<file path="config.mk">
export PLATFORM = sky130hd
export DESIGN_NAME = ffa_cell
export DESIGN_NICKNAME = d
export VERILOG_FILES = /design/src/hdl/ffa_pkg.sv /design/src/hdl/ffa_cell.sv
export SDC_FILE = /design/constraint.sdc
export NUM_CORES = 1
export LEC_CHECK = 0
export BUFFER_PORTS_ARGS = -buffer_cell sky130_fd_sc_hd__clkbuf_2
export CORE_MARGIN = 2
export CORE_UTILIZATION = 44
export CTS_CLUSTER_DIAMETER = 120
export CTS_CLUSTER_SIZE = 28
export DETAILED_ROUTE_END_ITERATION = 6
export GPL_ROUTABILITY_DRIVEN = 0
export PLACE_DENSITY = 0.92
export SYNTH_ARGS = -nofsm -noshare
export SYNTH_HDL_FRONTEND = slang
export SYNTH_SLANG_ARGS = --single-unit
export TNS_END_PERCENT = 20
</file>
<file path="constraint.sdc">
create_clock -name clk_i -period 2.92 [get_ports clk_i]
set_clock_uncertainty 0.15 [all_clocks]
set_input_delay 0.292 -clock clk_i [delete_from_list [all_inputs] [get_ports clk_i]]
set_output_delay 0.292 -clock clk_i [all_outputs]
set_load 0.01 [all_outputs]
</file>
<file path="src/hdl/ffa_pkg.sv">
// ffa_pkg: shared types and constants for the first-fit free-list allocator
// used by ffa_cell and first_fit_free_list_allocator_top
package ffa_pkg;
  localparam logic [31:0] PageMaskLow  = 32'h0000_0fff;
  localparam logic [31:0] PageMaskHigh = 32'hffff_f000;

  localparam logic KindAlloc = 1'b0;
  localparam logic KindFree  = 1'b1;

  localparam logic [1:0] StatOk      = 2'd0;
  localparam logic [1:0] StatNoFit   = 2'd1;
  localparam logic [1:0] StatLost    = 2'd2;

  // shift operation broadcast to every cell
  localparam logic [1:0] OpHold  = 2'd0;
  localparam logic [1:0] OpLeft  = 2'd1;  // take the right neighbor (close up)
  localparam logic [1:0] OpRight = 2'd2;  // take the left neighbor (open a gap)

  typedef struct packed {
    logic [1:0]  op;
    logic        wr;
    logic [31:0] wr_start;
    logic [31:0] wr_size;
  } cell_ctl_t;
endpackage

</file>
<file path="src/hdl/ffa_cell.sv">
// ffa_cell: one table entry (start, size); shifts to/from its neighbors
// depends on ffa_pkg
module ffa_cell (
  input  logic                  clk_i,
  input  ffa_pkg::cell_ctl_t    ctl_i,
  input  logic                  shift_en_i,
  input  logic [31:0]           left_start_i,
  input  logic [31:0]           left_size_i,
  input  logic [31:0]           right_start_i,
  input  logic [31:0]           right_size_i,
  output logic [31:0]           start_o,
  output logic [31:0]           size_o
);
  import ffa_pkg::*;
  logic [31:0] start_q, size_q;

  // payload only, no reset
  always_ff @(posedge clk_i) begin
    if (ctl_i.wr) begin
      start_q <= ctl_i.wr_start;
      size_q  <= ctl_i.wr_size;
    end else if (shift_en_i) begin
      case (ctl_i.op)
        OpLeft: begin
          start_q <= right_start_i;
          size_q  <= right_size_i;
        end
        OpRight: begin
          start_q <= left_start_i;
          size_q  <= left_size_i;
        end
        default: ;
      endcase
    end
  end

  assign start_o = start_q;
  assign size_o  = size_q;
endmodule

</file>
==> key figures, run 1 <==
Pwr
  – Tot Pwr: approximately 2.6 mW
  – Leakage power: 2.65 nW
  – Gate power share: 23.3%
  – Peak VDD IR: roughly 0.21 mV
  – Int Pwr: 1.93 mW
  – Sequential Power Share: 45.9%
  – Clock Power Share: 30.7%
  – NetSw: 690 uW
  – Sw frac: 26.4%
  – Power per cell area: 467 nW/um^2

Critical path
  – Req. time, crit path: 2.74 ns
  – Worst path cell trace: clkbuf_2 > xor2_1 > a21o_2 > buf_4
  – CP Buf/Inv Count: 2
  – Crit path max-delay family: buffers and inverters
  – CP Launch Type: input port
  – Largest stage delay, worst path: 0.50 ns
  – Kind of critical path: input port to flop
  – CP arrival: 1.58 ns
  – Crit-path max FO: 36
  – CP endpoint kind: flop
  – Critical-path top delay cell: clkbuf_2

Global route
  – Vias in the first global route: 3710
  – Gr ovfl total: 0
  – First-pass GRT wire length: 17.6 mm
  – Largest net degree at the start of global routing: 119
  – Initial antenna violation count: 0
  – Gr usage total: 22.0%

Outcome
  – Outcome: finished, final reports clean

Detailed routing
  – Initial DRC Count: 122
  – Average wire per standard cell: 16.5 um
  – Vias post-DR: 3854
  – Post-route ant nets: 0
  – # DRC: 0
  – Post-Route WL: between 10 and 15 mm
  – Pre-Repair DR Iteration Count: 5
  – Via-to-Cell Ratio: 5.37

Yosys
  – Synth top area cells: edfxtp_1, nand4bb_1, o311ai_2
  – Syn Inst Count: approximately 370
  – Most used flip-flop cell after synthesis: edfxtp_1
  – Area share of the largest cell type after synthesis: 46.3%
  – Synth Area per Inst: ~11 um^2
  – Post-synth EDFFs: 64
  – Distinct cells, synth: 17
  – Synthesized net count: 562
  – Post-Syn Area: 4150 um^2
  – Yosys warns: 0
  – Yosys top cell by area: edfxtp_1
  – Synth Register Bits: 64
  – Async S/R FF share, synth: 0%
  – Post-synth top cells: edfxtp_1, inv_1, nand2_1, nand4bb_1, o311ai_1
  – Register area share after synthesis: 46.3%

Run
  – Max cap viols: 0

Finish
  – Share of cells above drive strength 1: 50.2%
  – Layout area overhead: 35.1%
  – Nets: 799
  – Seq. cell area: 1920 um^2
  – Fill count: between 700 and 800
  – Antenna cells: 0
  – Area of the multi-input gates: 1730 um^2
  – Final core area utilization: 61.0%

Timing
  – Final hold violation count: 0
  – Max-slew headroom: 55.2%
  – Max-slew violation count: 0
  – Fin crit period: 1.76 ns
  – Period utilization: 60.1%
  – Setup TNS: 0 ns
  – Final setup vio count: 0
  – Worst slew pin tran: 0.671 ns
  – RSZ-0062 raised after global routing: no
  – Fmax achieved: 570 MHz

Floorplan
  – Die extent in y: ~100 um
  – # IOs: 261
  – Cell Rows: 35
  – Core ar.: 9200 um^2
  – Full die area: between 10000 and 15000 um^2
  – Die Wd: 101 um
  – Initial Utilization: 45.1%

CTS
  – Hold buffer count at cts: 0
  – CTS tree: yes
  – CTS Root Cell: clkbuf_8
  – Clk buf depth: 2
  – CTS-repair resized insts: 0
  – Clock transition at path regs: roughly 0.070 ns
  – # clock sinks: 64
  – Post-CTS Setup Repair Bufs: 0
  – CTS Buf Count: 9
  – H-tree depth: 3

Worst hold path
  – Worst hold path class: input port to flop

Placed design
  – Final HPWL DP: 8.89 mm
  – Input/output buffers: between 200 and 300
-- path summary, 6_finish.rpt --
| path | from | depth (start not counted) | slack (ns) | end |
|---|---|---|---|---|
| worst min-delay path | ctl_i[24] | 3 | 0.10 | size_o[24] |
| worst max-delay path | ctl_i[65] | 4 | 1.16 | size_o[27] |
-- cell usage in the layout, fill, tap and decap left out --
cell       netlist  final
buf_4            1      8
o311ai_2        23     23
edfxtp_1        64     64
buf_12           1      1
inv_1           64     64
clkbuf_2         3    259
nor2b_4          0      1
clkbuf_1        16      3
bufinv_16        0      2
clkinv_1         0      1
nand4bb_1       64     64
o311ai_1        41     41
nand2_1         64     64
clkinv_2         0      1
xor2_1           1      1
clkbuf_8         0      9
a21o_2           0      1
-- power by group through the flow --
stage / clock network [mW] / registers (mW) / logic [mW]
after floorplan: 0 / 1.28 / 0.253
after global placement: 0 / 1.22 / 0.594
after detailed placement: 0 / 1.22 / 0.614
after CTS: 0.825 / 1.20 / 0.615
after global routing: 0.860 / 1.21 / 0.664
final: 0.804 / 1.20 / 0.610
-- stage by stage --
stage / cell area, um^2 / std cells / setup WS [ns] / hold slack [ns]
final: 5610 / 718 / 1.16 / 0.105
after global routing: 5610 / 718 / 1.09 / 0.102
after CTS: 5610 / 718 / 1.19 / 0.0850
after detailed placement: 5400 / 702 / 0.830 / 0.446
after global placement: 5400 / 702 / 0.943 / 0.440
after floorplan: 4150 / 365 / 0.262 / 0.345
-- worst min-delay path: stages --
cell	delay, ns
clkbuf_2	0.07
nand2_1	0.04
o311ai_1	0.07
-- routing by layer --
layer,routed length (um),vias up,global-route usage (%)
met2,6310,174,40.0
met5,0,-,0
met1,4540,1801,24.9
li1,-,1857,-
met4,260,0,9.98
met3,718,22,4.23
-- logic make-up (layout without fill, tap and decap cells) --
logic type,after synthesis,in the layout,share of synthesized area (%)
compound gates,65,65,17.8
xor+xnor,1,1,0.211
buf+inv,106,348,12.3
flops,64,64,46.3
simple gates,129,129,23.3
-- layout make-up --
type,count,share of cell area (%)
Sequential cell,64,34.3
Clock buffer,12,2.41
Clock inverter,4,1.23
Multi-Input combinational cell,195,30.8
Inverter,64,4.28
Timing Repair Buffer,268,24.5
Tap cell,111,2.48
-- registers in the layout, indices dropped and copies added (netlist names) --
name     cells
size_o      32
start_o     32
Note: power is estimated with default switching activity, not from simulation.
==> run 2: changes to the inputs <==
Settings changed: ABC_AREA from default to 1, CORE_UTILIZATION 44 to 39, PLACE_DENSITY 0.92 to 0.87.
Clock period 2.92 ns to 1.4 ns, I/O delays scaled along.
==> key figures, run 2 <==
Outcome
  – Outcome: finished, final reports clean (unchanged)

CTS
  – CTS Buf Count: 9 (unchanged)
  – Clock transition at path regs: 0.07 ns (about the same)
  – # clock sinks: 64 (unchanged)
  – CTS Root Cell: clkbuf_8 (unchanged)
  – H-tree depth: 3 (unchanged)
  – Clk buf depth: 2 (unchanged)
  – CTS tree: yes (unchanged)

Finish
  – Layout area overhead: 53.3% (was 35.1%)
  – Final core area utilization: 61.5% (was 61.0%)
  – Nets: 1065 (was 799)
  – Most common cell after layout, fill and taps aside: clkbuf_2 (unchanged)
  – Post-Layout Inst Area: 6350 um^2 (was 5610 um^2)
  – Most frequent cells in the layout: clkbuf_2, nand2_1, inv_1, nand3_1 (was clkbuf_2, inv_1, nand4bb_1, nand2_1, edfxtp_1)
  – Share of cells above drive strength 1: 33.3% (was 50.2%)

Yosys
  – Syn Inst Count: 552 (was 365)
  – Post-Syn Area: 4150 um^2 (about the same)
  – Register area share after synthesis: 46.4% (was 46.3%)
  – Most used flip-flop cell after synthesis: edfxtp_1 (unchanged)
  – Synth Register Bits: 64 (unchanged)
  – Async S/R FF share, synth: 0% (unchanged)
  – Top-count cell post-synth: nand2_1
  – Yosys top cell by area: edfxtp_1 (unchanged)
  – Area share of the largest cell type after synthesis: 46.4% (was 46.3%)
  – Post-synth top cells: nand2_1, inv_1, nand3_1 (was edfxtp_1, inv_1, nand2_1, nand4bb_1, o311ai_1)
  – Synth top area cells: edfxtp_1, nand2_1, nand3_1 (was edfxtp_1, nand4bb_1, o311ai_2)
  – Post-synth EDFFs: 64 (unchanged)
  – Synth Area per Inst: 7.51 um^2 (was 11.4 um^2)
  – Distinct cells, synth: 11 (was 17)
  – Synthesized net count: 749 (was 562)
  – Yosys warns: 0 (unchanged)

Floorplan
  – Core ar.: 10300 um^2 (was 9200 um^2)
  – Initial Utilization: 40.2% (was 45.1%)
  – Cell Rows: 37 (was 35)
  – Die extent in y: 107 um (was 101 um)
  – # IOs: 261 (unchanged)
  – Die Wd: 107 um (was 101 um)
  – Full die area: 11500 um^2 (was 10200 um^2)

Detailed routing
  – Met1 Wirelength: 4.81 mm (was 4.54 mm)
  – Average wire per standard cell: 13.5 um (was 16.5 um)
  – Top Layer Used: met4 (unchanged)
  – # DRC: 0 (unchanged)
  – Via-to-Cell Ratio: 4.71 (was 5.37)
  – Post-Route WL: 13.6 mm (was 11.8 mm)
  – Pre-Repair DR Iteration Count: 6 (was 5)
  – Routed wl met3: 1.38 mm (was 718 um)
  – Vias post-DR: 4762 (was 3854)
  – WL met2: 6.81 mm (was 6.31 mm)
  – Initial DRC Count: 281 (was 122)
  – Post-route ant nets: 0 (unchanged)

Run
  – Max cap viols: 0 (unchanged)

Timing
  – Max-slew headroom: 76.9% (was 55.2%)
  – Setup TNS: 0 ns (unchanged)
  – Final setup vio count: 0 (unchanged)
  – Fmax achieved: between 800 and 900 MHz
  – Fin crit period: 1.16 ns
  – Worst slew pin tran: 0.347 ns (was 0.671 ns)
  – Final hold violation count: 0 (unchanged)
  – Max-slew violation count: 0 (unchanged)
  – Period utilization: 83.0%
  – RSZ-0062 raised after global routing: no (unchanged)
  – Final worst slack: 0.238 ns (was 1.16 ns)

Global route
  – Vias in the first global route: 4622 (was 3710)
  – Gr usage total: 23.2% (was 22.0%)
  – Gr ovfl total: 0 (unchanged)
  – First-pass GRT wire length: 20.8 mm (was 17.6 mm)
  – Initial antenna violation count: 0 (unchanged)
  – Largest net degree at the start of global routing: 65 (was 119)

Critical path
  – CP arrival: 0.87 ns (was 1.58 ns)
  – CP Buf/Inv Count: 1 (was 2)
  – Crit-path max FO: 1 (was 36)
  – Worst path cell trace: clkbuf_2 (was clkbuf_2 > xor2_1 > a21o_2 > buf_4)
  – Kind of critical path: flop to output port (was input port to flop)
  – CP Launch Type: flop (was input port)
  – CP endpoint kind: output port (was flop)
  – Crit path max-delay family: flip-flops (was buffers and inverters)
  – Req. time, crit path: 1.11 ns (was 2.74 ns)
  – Largest stage delay, worst path: 0.39 ns (was 0.50 ns)
  – Critical-path top delay cell: edfxtp_1 (was clkbuf_2)

Pwr
  – Tot Pwr: 5.66 mW (was 2.62 mW)
  – Power per cell area: 891 nW/um^2 (was 467 nW/um^2)
  – Peak VDD IR: 0.399 mV (was 0.211 mV)
  – Leakage power: 3.73 nW (was 2.65 nW)

Placed design
  – Area post-placement: 5510 um^2 (was 5400 um^2)
  – Final HPWL DP: 9.31 mm (was 8.89 mm)
  – Input/output buffers: 260 (unchanged)
  – Setup WS pre-CTS: 0.00770 ns (was 0.830 ns)

Worst hold path
  – Hold Startpoint: right_size_i[1] (was ctl_i[24])
  – Worst hold path class: input port to flop (unchanged)
  – Hold Crit Depth: 5 (was 3)
  – Hold Path End: size_o[1] (was size_o[24])
[run 2: changes by cell type after synthesis, moves of 4 or more]
cell,change
clkbuf_8,+10
buf_6,+4
nand2_1,+130
o311ai_1,-41
buf_4,+4
nand4bb_1,-64
o311ai_2,-23
nand3_1,+128
inv_1,+65
clkbuf_1,-16
[run 2: worst max path at each step]
| stage | end | start | cells past startpoint |
|---|---|---|---|
| after floorplan | size_o[0] | ctl_i[66] | 4 |
| after global placement | size_o[30] | ctl_i[66] | 5 |
| after detailed placement | size_o[26] | ctl_i[66] | 5 |
| after CTS | size_o[20] | size_o[20] | 1 |
| after global routing | size_o[6] | size_o[6] | 1 |
| final | size_o[6] | size_o[6] | 1 |
[run 2: worst min-delay path, delay by kind of cell]
kind                   cells  cell delay (ns)
buffers and inverters      2             0.10
and+or+nand+nor            3             0.16
[run 2: where the power goes]
group          internal (mW)  switching, mW
clock                  0.997          0.682
combinational          0.700          0.786
sequential              2.42         0.0763
[run 2: metal layers]
metal	vias up	global-route usage, %
met4	0	11.9
met3	55	7.48
met2	295	42.0
li1	2325	-
met5	-	0
met1	2087	23.8
[run 2: kinds of logic after synthesis]
family / synth area share [%]
and+or+nand+nor: 33.2
xor gates and xnor gates: 0.211
DFF: 46.4
buffers and inverters: 20.3
[run 2: per-stage QoR]
| step | std cells | hold slack (ns) |
|---|---|---|
| 6_report | 1010 | 0.0241 |
| 5_1_grt | 1009 | 0.00513 |
| 4_1_cts | 1009 | 0.000837 |
| 3_5_place_dp | 929 | 0.267 |
| 3_3_place_gp | 929 | 0.261 |
| 2_1_floorplan | 552 | 0.172 |
[run 2: timing repair]
| action | in CTS | in global routing |
|---|---|---|
| buffers inserted | 0 | 0 |
| hold buffers | 64 | 0 |
| resized for setup | 0 | 0 |
| hold endpoints to repair | 64 | 0 |
[run 2: layout make-up]
cell class	instances	area [um^2]
diodes	1	2.50
multi-input cells	324	1400
fillers	841	3970
clock buffers	12	135
clock inverters	4	68.8
flip-flops and latches	64	1920
inverters	130	488
repair buffers	339	2170
well taps	136	170
